File: src/rtl/core/dsa_pkg.sv
// shared types, constants and helpers for the dfa string acceptor
// no dependencies; imported by every module of the block but dsa_ram
package dsa_pkg;

  localparam int STATE_COUNT = 64;
  localparam int STATE_W     = 6;
  localparam int BYTE_W      = 8;
  localparam int IDX_W       = $clog2(STATE_COUNT);
  localparam int ADDR_W      = IDX_W + BYTE_W;
  localparam int TBL_DEPTH   = STATE_COUNT * (2 ** BYTE_W);
  localparam int ENTRY_W     = STATE_W + 1;

  localparam logic [BYTE_W-1:0] LINE_START = 8'd2;
  localparam logic [BYTE_W-1:0] LINE_END   = 8'd3;

  typedef enum logic [1:0] {
    OP_WR_EDGE   = 2'd0,
    OP_WR_ACCEPT = 2'd1,
    OP_TEXT      = 2'd2
  } opcode_t;

  typedef enum logic {
    CFG_START_STATE   = 1'b0,
    CFG_TABLE_PRESENT = 1'b1
  } cfg_index_t;

  typedef struct packed {
    logic              busy;
    logic [ADDR_W-1:0] addr;
  } clr_t;

  function automatic logic state_ok(input logic [STATE_W-1:0] s);
    return (32'(s) < 32'(STATE_COUNT));
  endfunction

endpackage

File: src/rtl/core/dsa_match.sv
// byte walker: table read stage, state resolve with feedback, accept lookup, result beat
// depends on dsa_pkg; drives the read ports of both stores
module dsa_match (
  input  logic                         clk,
  input  logic                         rst,
  input  logic                         clr_busy,
  input  logic                         in_valid,
  output logic                         in_ready,
  input  logic [1:0]                   opcode,
  input  logic [dsa_pkg::BYTE_W-1:0]   text_byte,
  input  logic                         last,
  input  logic [dsa_pkg::STATE_W-1:0]  start_state,
  input  logic                         table_present,
  output logic                         tbl_re,
  output logic [dsa_pkg::ADDR_W-1:0]   tbl_raddr,
  input  logic [dsa_pkg::ENTRY_W-1:0]  tbl_rdata,
  output logic                         acc_re,
  output logic [dsa_pkg::IDX_W-1:0]    acc_raddr,
  input  logic                         acc_rdata,
  output logic                         out_valid,
  input  logic                         out_ready,
  output logic                         accepted
);
  import dsa_pkg::*;

  // committed string state
  logic [STATE_W-1:0] cur_state;
  logic               rejected;
  logic               in_string;

  // stage 1: byte whose table entry is on tbl_rdata
  logic               s1_valid;
  logic [STATE_W-1:0] s1_state;
  logic               s1_rej;
  logic [BYTE_W-1:0]  s1_byte;
  logic               s1_last;

  // stage 2: result beat
  logic               s2_ok;

  logic               s1_hold;
  logic               s1_adv;
  logic               text_fire;
  logic               edge_ok;
  logic [STATE_W-1:0] res_state;
  logic               res_rej;
  logic [STATE_W-1:0] src_state;
  logic               src_rej;
  logic               src_instr;
  logic [STATE_W-1:0] byte_state;
  logic               byte_rej;

  assign s1_hold   = s1_valid && s1_last && out_valid && !out_ready;
  assign s1_adv    = s1_valid && !s1_hold;
  assign in_ready  = !clr_busy && !s1_hold;
  assign text_fire = in_valid && in_ready && (opcode == OP_TEXT);

  // follow the edge; on a missing edge keep state for a line marker, else reject
  assign edge_ok = tbl_rdata[ENTRY_W-1] && state_ok(s1_state);

  always_comb begin
    res_state = s1_state;
    res_rej   = s1_rej;
    if (!s1_rej) begin
      if (edge_ok) begin
        res_state = tbl_rdata[STATE_W-1:0];
      end else if (s1_byte != LINE_START && s1_byte != LINE_END) begin
        res_rej = 1'b1;
      end
    end
  end

  // state forwarded from the byte in flight, else the committed one; start state opens a string
  always_comb begin
    if (s1_valid) begin
      src_state = res_state;
      src_rej   = res_rej;
      src_instr = !s1_last;
    end else begin
      src_state = cur_state;
      src_rej   = rejected;
      src_instr = in_string;
    end
    byte_state = src_instr ? src_state : start_state;
    byte_rej   = src_instr ? src_rej : 1'b0;
  end

  assign tbl_re    = text_fire;
  assign tbl_raddr = {byte_state[IDX_W-1:0], text_byte};

  always_ff @(posedge clk) begin
    if (rst) begin
      s1_valid <= 1'b0;
    end else if (text_fire) begin
      s1_valid <= 1'b1;
    end else if (s1_adv) begin
      s1_valid <= 1'b0;
    end
  end

  always_ff @(posedge clk) begin
    if (text_fire) begin
      s1_state <= byte_state;
      s1_rej   <= byte_rej;
      s1_byte  <= text_byte;
      s1_last  <= last;
    end
  end

  always_ff @(posedge clk) begin
    if (rst) begin
      cur_state <= '0;
      rejected  <= 1'b0;
      in_string <= 1'b0;
    end else if (s1_adv) begin
      cur_state <= res_state;
      rejected  <= res_rej;
      in_string <= !s1_last;
    end
  end

  assign acc_re    = s1_adv && s1_last;
  assign acc_raddr = res_state[IDX_W-1:0];

  always_ff @(posedge clk) begin
    if (rst) begin
      out_valid <= 1'b0;
    end else if (acc_re) begin
      out_valid <= 1'b1;
    end else if (out_ready) begin
      out_valid <= 1'b0;
    end
  end

  always_ff @(posedge clk) begin
    if (acc_re) begin
      s2_ok <= table_present && !res_rej && state_ok(res_state);
    end
  end

  assign accepted = s2_ok & acc_rdata;

  // a retiring last byte always raises a result beat, and only it raises one
  a_result_from_last: assert property (@(posedge clk) disable iff (rst)
    acc_re |=> out_valid)
    else $error("result beat missing after last byte");

  // a stalled last byte blocks the input side
  a_hold_blocks_input: assert property (@(posedge clk) disable iff (rst)
    s1_hold |-> !text_fire && s1_valid)
    else $error("input taken while last byte is stalled");

  // rejection is sticky within a string
  a_reject_sticky: assert property (@(posedge clk) disable iff (rst)
    (s1_valid && s1_rej) |-> res_rej && (res_state == s1_state))
    else $error("rejected string changed state");

endmodule

File: config.mk
export PLATFORM = sky130hd
export DESIGN_NAME = dsa_match
export DESIGN_NICKNAME = d
export VERILOG_FILES = /design/src/rtl/core/dsa_pkg.sv /design/src/rtl/core/dsa_match.sv
export SDC_FILE = /design/constraint.sdc
export NUM_CORES = 1
export LEC_CHECK = 0
export BUFFER_PORTS_ARGS = -buffer_cell sky130_fd_sc_hd__clkbuf_2
export CAP_MARGIN = 20
export CORE_AREA = 2 2 46 79
export DETAILED_ROUTE_END_ITERATION = 10
export DIE_AREA = 0 0 48 81
export PLACE_DENSITY = 0.81
export SYNTH_ARGS = -nofsm -noshare
export SYNTH_HDL_FRONTEND = slang
export SYNTH_SLANG_ARGS = --single-unit
File: constraint.sdc
create_clock -name clk -period 1.9 [get_ports clk]
set_input_delay 0.285 -clock clk [delete_from_list [all_inputs] [get_ports clk]]
set_output_delay 0.285 -clock clk [all_outputs]
set_load 0.03 [all_outputs]
Word level (Yosys, flattened, before mapping)
Cells that the tools add are included.

Bits in registers: 27. Bits of input ports: 31.

Bitwise logic cells: 1. Reductions and logical operators: 17. Muxes and demuxes: 13. Equality and inequality tests: 3.

Operators with widths (number): $mux W6 (4); $ne A8 B2 Y1 const B (2); $logic_and A1 B1 Y1 (10); $mux W1 (9); $logic_not A1 Y1 (5); $reduce_bool A2 Y1 (2); $eq A2 B2 Y1 const B (1); $and A1 B1 Y1 (1).

Longest topological paths before layout
Gate-level depths: netlist of run 1.

Depth in word-level cells: 8. Depth in mapped cells: 4.

Worst setup path after synthesis of run 1
No wires, ideal clock.

Path kind: reg2reg. Start point: reg out_valid. End point: reg s1_byte[1] (enable). Stages on the path, launching flop included: 3. Setup slack: -443 ps. Setup time: 419 ps. Arrival time: 1924 ps. Cells stage by stage: dfxtp_1 > and2b_4 > a31oi_1.

Longest elaborated chain between the ends: 6.

Ends and longest elaborated chain: from (decl) (line dsa_match.sv:20) `output logic out_valid,`; from (signal assigned) (line dsa_match.sv:127) `out_valid <= 1'b0;`; from (signal assigned) (line dsa_match.sv:129) `out_valid <= 1'b1;`; from (signal assigned) (line dsa_match.sv:131) `out_valid <= 1'b0;`; $logic_and A1 B1 Y1 (2 in series) (line dsa_match.sv:53) `assign s1_hold = s1_valid && s1_last && out_valid && !out_ready;`; $logic_not A1 Y1 (line dsa_match.sv:55) `assign in_ready = !clr_busy && !s1_hold;`; $logic_and A1 B1 Y1 (line dsa_match.sv:55); $logic_and A1 B1 Y1 (2 in series) (line dsa_match.sv:56) `assign text_fire = in_valid && in_ready && (opcode == OP_TEXT);`; via tbl_re (line dsa_match.sv:14) `output logic tbl_re,`; to (signal assigned) (line dsa_match.sv:105) `s1_byte <= text_byte;`; to (decl) (line dsa_match.sv:35) `logic [BYTE_W-1:0] s1_byte;`.

The timed path passes the listed nets, and every way through them passes these cells. A chain may end at the register's enable or synchronous reset.

Worst setup path in the final report of run 1
Start point: reg s1_rej. End point: out tbl_raddr[11] (netlist bit).

Longest elaborated chain between the ends: 3.

Ends and longest elaborated chain: from (decl) (line dsa_match.sv:34) `logic s1_rej;`; from (signal assigned) (line dsa_match.sv:104) `s1_rej <= byte_rej;`; $mux W6 (line dsa_match.sv:64) `if (!s1_rej) begin`; $mux W6 (line dsa_match.sv:75) `if (s1_valid) begin`; $mux W6 (line dsa_match.sv:84) `byte_state = src_instr ? src_state : start_state;`; to (decl) (line dsa_match.sv:15) `output logic [dsa_pkg::ADDR_W-1:0] tbl_raddr,`.

Every way passes these cells.

==> report_table.html, run 1 <==
<table>
<tr><th>Metric</th><th>Value</th></tr>
<tr><th colspan="2">Routing</th></tr>
<tr><td>DRT iter0 DRCs</td><td>48</td></tr>
<tr><td>Number of nets with antenna violations after detailed routing</td><td>0</td></tr>
<tr><td>Via total after detailed routing</td><td>about 1.1k</td></tr>
<tr><td>Pre-antenna DRT Iters</td><td>4</td></tr>
<tr><td>Wire per inst</td><td>~14 um</td></tr>
<tr><td>DRC violations left</td><td>0</td></tr>
<tr><td>Via density per instance</td><td>approximately 5.1</td></tr>
<tr><td>Final routed wirelength across all metal layers</td><td>a little under 3000 um</td></tr>
<tr><th colspan="2">Power and ir drop</th></tr>
<tr><td>Combinational group share of total power</td><td>around 17%</td></tr>
<tr><td>Clock power frac</td><td>between 30% and 40%</td></tr>
<tr><td>Fraction of power consumed by sequential logic</td><td>about 48%</td></tr>
<tr><td>P per Cell Area</td><td>roughly 700 nW/um^2</td></tr>
<tr><td>Worst vdd ir</td><td>approximately 0.36 mV</td></tr>
<tr><td>Total power of the final layout</td><td>between 0.001 and 0.0015 W</td></tr>
<tr><td>Design internal power</td><td>0.0009870 W</td></tr>
<tr><td>Static Leakage</td><td>~0.73 nW</td></tr>
<tr><td>NetSw</td><td>around 0.00029 W</td></tr>
<tr><td>Fraction of power spent switching nets</td><td>a little under a quarter</td></tr>
<tr><th colspan="2">Clock network</th></tr>
<tr><td>Clock Tree Root</td><td>clkbuf_8</td></tr>
<tr><td>Number of clock sinks seen by CTS</td><td>26</td></tr>
<tr><td>Count of hold-fix buffers inserted at cts</td><td>0</td></tr>
<tr><td>Bufs on Longest Clock Path</td><td>2</td></tr>
<tr><td>Source-to-sink clock delay at the later pin of the worst-skew pair</td><td>0.26 ns</td></tr>
<tr><td>CTS tree</td><td>built</td></tr>
<tr><td>CTS buffer count</td><td>3</td></tr>
<tr><td># H-tree levels</td><td>1</td></tr>
<tr><td>Clock slew seen by the registers of the worst setup and hold paths</td><td>0.08 ns</td></tr>
<tr><th colspan="2">Logic synthesis</th></tr>
<tr><td>Simple-Gate Fraction of Synth Area</td><td>8.286%</td></tr>
<tr><td>Seq cells post-synth</td><td>26</td></tr>
<tr><td>Synthesized-area fraction occupied by xor and xnor cells</td><td>0%</td></tr>
<tr><td>Area fraction in compound gates after synthesis</td><td>about 18%</td></tr>
<tr><td>Syn. warnings</td><td>0</td></tr>
<tr><td>Mapped cell area</td><td>~1300 sq um</td></tr>
<tr><td>Synthesized area per cell</td><td>11.94 sq um</td></tr>
<tr><td>Number of nets produced by synthesis</td><td>141</td></tr>
<tr><td>Post-Syn Instances</td><td>110</td></tr>
<tr><td>Multiplexer fraction of the synthesized cell area</td><td>between 10% and 20%</td></tr>
<tr><td>Part of the Yosys area used for sequential elements</td><td>between 50 and 60%</td></tr>
<tr><td>Adder-cell area share of the yosys netlist</td><td>0%</td></tr>
<tr><td>Main combinational cell family by area after synthesis</td><td>compound AO/OA/AOI/OAI gates</td></tr>
<tr><td>Cell variety after synth</td><td>27</td></tr>
<tr><th colspan="2">Final layout</th></tr>
<tr><td>Synth-to-layout area growth</td><td>39.24%</td></tr>
<tr><td>Final net count</td><td>198</td></tr>
<tr><td>Core utilization of the finished layout</td><td>54.96%</td></tr>
<tr><td>Number of diodes</td><td>0</td></tr>
<tr><td>Fraction of layout cells with a size suffix above 1</td><td>60.84%</td></tr>
<tr><td>Total non-filler cell area in the finished layout</td><td>roughly 1800 sq um</td></tr>
<tr><th colspan="2">Place</th></tr>
<tr><td>I/O Buffers</td><td>53</td></tr>
<tr><td>Area after DPL</td><td>1578 sq um</td></tr>
<tr><td>Post-detailed-placement half-perimeter wirelength</td><td>approximately 2100 um</td></tr>
<tr><td>Final RePlAce weighted congestion</td><td>0.7635</td></tr>
<tr><th colspan="2">Status</th></tr>
<tr><td>Outcome</td><td>finished clean</td></tr>
<tr><th colspan="2">Timing</th></tr>
<tr><td>Tmin final</td><td>1.854 ns</td></tr>
<tr><td>Portion of the clock cycle consumed by the worst path in the final layout</td><td>between 90% and 100%</td></tr>
<tr><td>Unrepaired setup endpoints after global routing</td><td>yes</td></tr>
<tr><td>Final hold viol count</td><td>0</td></tr>
<tr><td>Worst clock skew on the final layout</td><td>~0.0018 ns</td></tr>
<tr><td>Maximum operating frequency</td><td>between 500 and 600 MHz</td></tr>
<tr><td>Slew Limit Fails</td><td>0</td></tr>
<tr><td>Worst relative slew slack</td><td>between 60 and 70%</td></tr>
<tr><td>Final setup violation count</td><td>0</td></tr>
<tr><td>Slew at the pin closest to its max-slew limit</td><td>0.4496 ns</td></tr>
<tr><th colspan="2">Worst setup path</th></tr>
<tr><td>Signal arrival time at the worst endpoint</td><td>1.57 ns</td></tr>
<tr><td>Register-to-register setup slack</td><td>about 0.48 ns</td></tr>
<tr><td>Class of the most critical setup path</td><td>reg -&gt; out</td></tr>
<tr><td>Reg-to-reg critical path startpoint</td><td>s1_rej</td></tr>
<tr><td>R2R depth</td><td>6</td></tr>
<tr><td>Highest net fanout along the worst path</td><td>7</td></tr>
<tr><td>Crit path capture type</td><td>output port</td></tr>
<tr><td>Launch point of the critical path</td><td>s1_rej</td></tr>
<tr><td>Required arrival time at the worst endpoint</td><td>approximately 1.6 ns</td></tr>
<tr><td>End point of the critical path</td><td>tbl_raddr[11]</td></tr>
<tr><td>Critical Path Start Type</td><td>flop</td></tr>
<tr><td>Worst R2R End</td><td>cur_state[2]</td></tr>
<tr><th colspan="2">Global route</th></tr>
<tr><td>Vias in the first global route</td><td>approximately 1000</td></tr>
<tr><td>Total grt overflow</td><td>0</td></tr>
<tr><td>Largest net degree at the start of global routing</td><td>16</td></tr>
<tr><td>First-pass GRT wire length</td><td>slightly above 4000 um</td></tr>
<tr><td>Antenna violations before repair</td><td>0</td></tr>
<tr><td>All-layer global routing usage</td><td>between 10% and 20%</td></tr>
<tr><th colspan="2">Hold path</th></tr>
<tr><td>Type of the tightest min-delay check</td><td>in -&gt; reg</td></tr>
<tr><th colspan="2">Die</th></tr>
<tr><td>Overall die height</td><td>just over 80 um</td></tr>
<tr><td>Starting density of the core</td><td>39.47%</td></tr>
<tr><td>Row count</td><td>28</td></tr>
<tr><td>Horiz. Die Dim</td><td>between 40 and 50 um</td></tr>
<tr><td>Boundary Pins</td><td>56</td></tr>
<tr><td>Die Outline Area</td><td>just under 4000 sq um</td></tr>
<tr><td>Core region area</td><td>between 3000 and 4000 sq um</td></tr>
<tr><th colspan="2">Job</th></tr>
<tr><td>Max Cap Violations</td><td>0</td></tr>
</table>
==> routing by layer <==
| layer | share of wire (%) | up-vias | track usage (%) |
|---|---|---|---|
| met5 | 0 | - | 0 |
| met4 | 1.5 | 0 | 7.568 |
| met3 | 3.8 | 6 | 1.333 |
| met2 | 56 | 46 | 25.07 |
| met1 | 39 | 509 | 16.06 |
| li1 | - | 513 | - |
==> cell usage in the layout, fill, tap and decap left out <==
cell type  instances
mux2_2             6
a31oi_1            1
o22ai_1            8
o21ai_0            1
nor2_1             2
clkbuf_2          46
buf_2              1
dfxtp_2            1
buf_8              1
bufinv_16          1
a21oi_2            6
edfxtp_1          16
mux2i_4            6
a21o_2             1
and2_1             2
nand4bb_1          1
a21oi_4            1
a21oi_1            9
buf_6              6
a211oi_2           6
nor2_2             1
a31oi_2            1
dfxtp_1            9
nor2b_2            1
nand3b_1           2
and2b_4            1
inv_1              7
nor4_1             1
nand2b_1           2
nor4b_1            1
nand3_1            1
nand2_1            2
buf_4             12
clkbuf_8           3
==> kinds of logic after synthesis <==
family / count (synthesis)
and+or+nand+nor: 17
muxes: 12
buffers and inverters: 21
DFF: 26
AOI/OAI and AO/OA: 34
==> power by group through the flow <==
| stage | Clock, W | Combinational, W | Sequential, W |
|---|---|---|---|
| finish | 0.000443 | 0.000216 | 0.000618 |
| global route | 0.000473 | 0.000230 | 0.000619 |
| CTS | 0.000448 | 0.000189 | 0.000617 |
| detailed placement | 0 | 0.000178 | 0.000630 |
| global placement | 0 | 0.000176 | 0.000629 |
| floorplan | 0 | 0.000128 | 0.000628 |
==> through the flow <==
stage / setup WS (ns) / instances / setup TNS (ns) / hold WS [ns]
final: 0.04611 / 211 / 0 / 0.1944
after global routing: -0.02269 / 211 / -0.05740 / 0.1837
after CTS: -0.01647 / 205 / -0.03593 / 0.1919
after detailed placement: 0.2339 / 200 / 0 / 0.4676
after global placement: 0.2340 / 200 / 0 / 0.4645
after floorplan: 0.03529 / 110 / 0 / 0.3839
==> final cells by class <==
type                    instances  area, sq um
well taps                      45        56.30
clock buffers                   3        41.29
inverters                       7        26.28
clock inverters                 1        30.03
flip-flops and latches         26        681.9
fillers                       278         1499
multi-input cells              63        585.6
repair buffers                 66        407.9
==> synth_stat cells <==
| master | n | share of area [%] |
|---|---|---|
| a21o_2 | 1 | 0.67 |
| nor4_1 | 1 | 0.48 |
| inv_1 | 7 | 2.0 |
| nor4b_1 | 1 | 0.67 |
| nor2b_2 | 1 | 0.67 |
| nor2_1 | 3 | 0.86 |
| mux2i_1 | 1 | 0.76 |
| o22ai_1 | 8 | 3.8 |
| dfxtp_1 | 10 | 15 |
| edfxtp_1 | 16 | 37 |
| nand3_1 | 1 | 0.38 |
| clkbuf_1 | 1 | 0.29 |
| nand3b_1 | 2 | 1.1 |
| o21ai_0 | 1 | 0.38 |
| mux2_2 | 6 | 5.1 |
| buf_4 | 11 | 6.3 |
| nand4bb_1 | 1 | 0.86 |
| a31oi_1 | 2 | 0.95 |
| and2b_4 | 1 | 0.76 |
| and2_1 | 2 | 0.95 |
| a21oi_4 | 1 | 1.2 |
| buf_6 | 2 | 1.7 |
| mux2i_2 | 5 | 5.2 |
| a21oi_1 | 15 | 5.7 |
| nand2_1 | 2 | 0.57 |
| a211oi_2 | 6 | 5.7 |
| nand2b_1 | 2 | 0.95 |
==> registers in the layout, indices dropped and copies added (netlist names) <==
register	cells
out_valid	1
s1_byte	7
s2_ok	1
in_string	1
s1_valid	1
s1_rej	1
s1_state	6
s1_last	1
cur_state	6
rejected	1
==> critical path, stage by stage (launching register included) <==
cell	delay, ns
edfxtp_1	0.40
nor2b_2	0.15
buf_8	0.18
mux2i_4	0.29
a21oi_2	0.11
buf_6	0.16
==> worst min-delay path by stage <==
stage            startpoint         end  cells past startpoint  slack [ns]
2_1_floorplan  text_byte[1]  s1_byte[1]                      0        0.38
3_3_place_gp           last     s1_last                      1        0.46
3_5_place_dp           last     s1_last                      1        0.47
4_1_cts                last     s1_last                      1        0.19
5_1_grt                last     s1_last                      1        0.18
6_report               last     s1_last                      1        0.19
==> repair_timing <==
item / in CTS / in global routing
gates resized for setup: 8 / 32
setup buffers: 1 / 6
setup endpoints to repair: 5 / 9
Note: power is estimated with default switching activity, not from simulation.
==> run 2: changes to the inputs <==
CORE_AREA = 2 2 43 85   (was 2 2 46 79)
DIE_AREA = 0 0 45 87   (was 0 0 48 81)
==> report_table.html, run 2 (synthesis gave the netlist of run 1 again) <==
<table>
<tr><th>Metric</th><th>Value</th></tr>
<tr><th colspan="2">Power and ir drop</th></tr>
<tr><td>P per Cell Area</td><td>704.3 nW/um^2</td></tr>
<tr><td>Static Leakage</td><td>0.7287 nW</td></tr>
<tr><td>Clock power frac</td><td>35.0%</td></tr>
<tr><td>NetSw</td><td>between 0.0002 and 0.0003 W</td></tr>
<tr><td>Fraction of power spent switching nets</td><td>roughly 23%</td></tr>
<tr><td>Fraction of power consumed by sequential logic</td><td>48.3%</td></tr>
<tr><td>Design internal power</td><td>between 0.0009 and 0.001 W</td></tr>
<tr><td>Worst vdd ir</td><td>between 0.7 and 0.8 mV</td></tr>
<tr><td>Combinational group share of total power</td><td>approximately 17%</td></tr>
<tr><th colspan="2">Worst setup path</th></tr>
<tr><td>Required arrival time at the worst endpoint</td><td>~1.6 ns</td></tr>
<tr><td>Master of the slowest instance on the critical path</td><td>edfxtp_1</td></tr>
<tr><td>CP dominant cell by count</td><td>buf_6</td></tr>
<tr><td>Family with the most delay on the worst path</td><td>flip-flops</td></tr>
<tr><td>Signal arrival time at the worst endpoint</td><td>about 1.6 ns</td></tr>
<tr><td>Delay of the slowest cell on the worst path</td><td>just over 0.4 ns</td></tr>
<tr><td>Buffers &amp; Inverters on Critical Path</td><td>2</td></tr>
<tr><td>Class of the most critical setup path</td><td>reg -&gt; out</td></tr>
<tr><td>Crit path capture type</td><td>output port</td></tr>
<tr><td>CP Depth</td><td>5</td></tr>
<tr><td>Ordered cell list for the critical path</td><td>nor2b_2, buf_6, mux2i_4, a21oi_2, buf_6</td></tr>
<tr><td>Critical Path Start Type</td><td>flop</td></tr>
<tr><td>Highest net fanout along the worst path</td><td>7</td></tr>
<tr><td>R2R depth</td><td>4</td></tr>
<tr><th colspan="2">Hold path</th></tr>
<tr><td>Cell count of the worst hold path</td><td>1</td></tr>
<tr><td>Type of the tightest min-delay check</td><td>in -&gt; reg</td></tr>
<tr><th colspan="2">Die</th></tr>
<tr><td>Horiz. Die Dim</td><td>around 45 um</td></tr>
<tr><td>Die Outline Area</td><td>between 3000 and 4000 sq um</td></tr>
<tr><td>Boundary Pins</td><td>56</td></tr>
<tr><td>Overall die height</td><td>just under 90 um</td></tr>
<tr><td>Row count</td><td>30</td></tr>
<tr><td>Core region area</td><td>3303 sq um</td></tr>
<tr><td>Starting density of the core</td><td>between 30 and 40%</td></tr>
<tr><th colspan="2">Job</th></tr>
<tr><td>Max Cap Violations</td><td>0</td></tr>
<tr><th colspan="2">Final layout</th></tr>
<tr><td>Synth-to-layout area growth</td><td>38.38%</td></tr>
<tr><td>Registers with the most flip-flops</td><td>s1_byte (7), cur_state (6), s1_state (6)</td></tr>
<tr><td>Most frequent cells in the layout</td><td>clkbuf_2, edfxtp_1, buf_4</td></tr>
<tr><td>Number of diodes</td><td>0</td></tr>
<tr><td>Final net count</td><td>198</td></tr>
<tr><td>Largest register by flop count</td><td>s1_byte</td></tr>
<tr><td>Core utilization of the finished layout</td><td>55.04%</td></tr>
<tr><td>Max reg flops</td><td>7</td></tr>
<tr><td>Final Instance Count excl. Fillers</td><td>around 200</td></tr>
<tr><td>Number of fill cells in the layout</td><td>around 280</td></tr>
<tr><td>Most common cell after layout, fill and taps aside</td><td>clkbuf_2</td></tr>
<tr><td>Fraction of layout cells with a size suffix above 1</td><td>61.45%</td></tr>
<tr><th colspan="2">Global route</th></tr>
<tr><td>Largest net degree at the start of global routing</td><td>18</td></tr>
<tr><td>Vias in the first global route</td><td>around 1.1k</td></tr>
<tr><td>First-pass GRT wire length</td><td>between 4000 and 5000 um</td></tr>
<tr><td>Total grt overflow</td><td>0</td></tr>
<tr><td>All-layer global routing usage</td><td>around 14%</td></tr>
<tr><td>Antenna violations before repair</td><td>0</td></tr>
<tr><th colspan="2">Clock network</th></tr>
<tr><td>CTS buffer count</td><td>3</td></tr>
<tr><td># H-tree levels</td><td>1</td></tr>
<tr><td>Clock slew seen by the registers of the worst setup and hold paths</td><td>0.09 ns</td></tr>
<tr><td>CTS tree</td><td>built</td></tr>
<tr><td>Clock Tree Root</td><td>clkbuf_8</td></tr>
<tr><td>Bufs on Longest Clock Path</td><td>2</td></tr>
<tr><td>Count of hold-fix buffers inserted at cts</td><td>0</td></tr>
<tr><td>Number of clock sinks seen by CTS</td><td>26</td></tr>
<tr><td>Source-to-sink clock delay at the later pin of the worst-skew pair</td><td>0.27 ns</td></tr>
<tr><th colspan="2">Routing</th></tr>
<tr><td>Number of nets with antenna violations after detailed routing</td><td>0</td></tr>
<tr><td>DRC violations left</td><td>0</td></tr>
<tr><td>DRT iter0 DRCs</td><td>23</td></tr>
<tr><td>Wire per inst</td><td>between 10 and 15 um</td></tr>
<tr><td>Via density per instance</td><td>roughly 5.3</td></tr>
<tr><td>Final routed wirelength across all metal layers</td><td>approximately 2900 um</td></tr>
<tr><td>Via total after detailed routing</td><td>1044</td></tr>
<tr><td>Pre-antenna DRT Iters</td><td>4</td></tr>
<tr><th colspan="2">Timing</th></tr>
<tr><td>Portion of the clock cycle consumed by the worst path in the final layout</td><td>between 90% and 100%</td></tr>
<tr><td>Post-Route Setup TNS</td><td>0 ns</td></tr>
<tr><td>WHS</td><td>between 0.15 and 0.2 ns</td></tr>
<tr><td>Maximum operating frequency</td><td>around 540 MHz</td></tr>
<tr><td>Final setup violation count</td><td>0</td></tr>
<tr><td>Slew Limit Fails</td><td>0</td></tr>
<tr><td>Tmin final</td><td>~1.8 ns</td></tr>
<tr><td>Final hold viol count</td><td>0</td></tr>
<tr><td>Worst relative slew slack</td><td>a little under 80%</td></tr>
<tr><td>Slew at the pin closest to its max-slew limit</td><td>0.3287 ns</td></tr>
<tr><td>Unrepaired setup endpoints after global routing</td><td>yes</td></tr>
<tr><td>Worst clock skew on the final layout</td><td>~0.0053 ns</td></tr>
<tr><th colspan="2">Place</th></tr>
<tr><td>Post-placement cell count</td><td>about 190</td></tr>
<tr><td>I/O Buffers</td><td>53</td></tr>
<tr><td>Post-detailed-placement half-perimeter wirelength</td><td>roughly 2100 um</td></tr>
<tr><td>Final RePlAce weighted congestion</td><td>~0.77</td></tr>
<tr><th colspan="2">Status</th></tr>
<tr><td>Outcome</td><td>finished clean</td></tr>
</table>
[run 2: per-layer routing]
| metal | share of wire [%] | track usage, % | vias to the layer above |
|---|---|---|---|
| met5 | 0 | 0 | - |
| met4 | 0.62 | 4.545 | 0 |
| met3 | 6.5 | 2.697 | 4 |
| met2 | 52 | 24.55 | 48 |
| met1 | 41 | 17.83 | 476 |
| li1 | - | - | 516 |
[run 2: path summary, 6_finish.rpt]
kind                  from            end  slack [ns]
hold reg to reg   rejected       rejected        0.50
setup / recovery    s1_rej  tbl_raddr[12]        0.06
setup reg to reg    s1_rej    s1_state[4]        0.50
hold / removal        last        s1_last        0.19
[run 2: metrics by stage]
step                      instance area, sq um  setup WS (ns)  total power, W
after floorplan                           1320        0.03529       0.0007553
after global routing                      1818       -0.01910        0.001327
after detailed placement                  1546         0.2344       0.0008070
after CTS                                 1708      -0.004421        0.001268
after global placement                    1546         0.2965       0.0008031
final                                     1818        0.05791        0.001280
[run 2: what timing repair did]
action                                  in CTS  in global routing
endpoints found under the setup margin       7                 10
setup buffers                                2                  7
resized for setup                           14                 31
pin swaps                                    0                  1
[run 2: worst reg2reg max path: stages (launching register included)]
cell	delay [ns]
edfxtp_1	0.41
nor2b_2	0.13
buf_6	0.20
mux2i_4	0.30
a21oi_2	0.10
[run 2: cell type report]
cell class | instances | area [sq um] | share of cell area (%)
clock buffer | 3 | 41.29 | 2.271
clock inverter | 1 | 30.03 | 1.652
inverter | 7 | 26.28 | 1.445
multi-input combinational | 63 | 593.1 | 32.62
sequential | 26 | 681.9 | 37.51
tap | 32 | 40.04 | 2.202
timing repair buffer | 66 | 405.4 | 22.30
[run 2: power by group through the flow]
stage	logic, W	clock network (W)	registers [W]
2_1_floorplan	0.000128	0	0.000628
5_1_grt	0.000228	0.000479	0.000620
3_3_place_gp	0.000173	0	0.000630
6_report	0.000214	0.000448	0.000618
3_5_place_dp	0.000176	0	0.000631
4_1_cts	0.000192	0.000456	0.000619
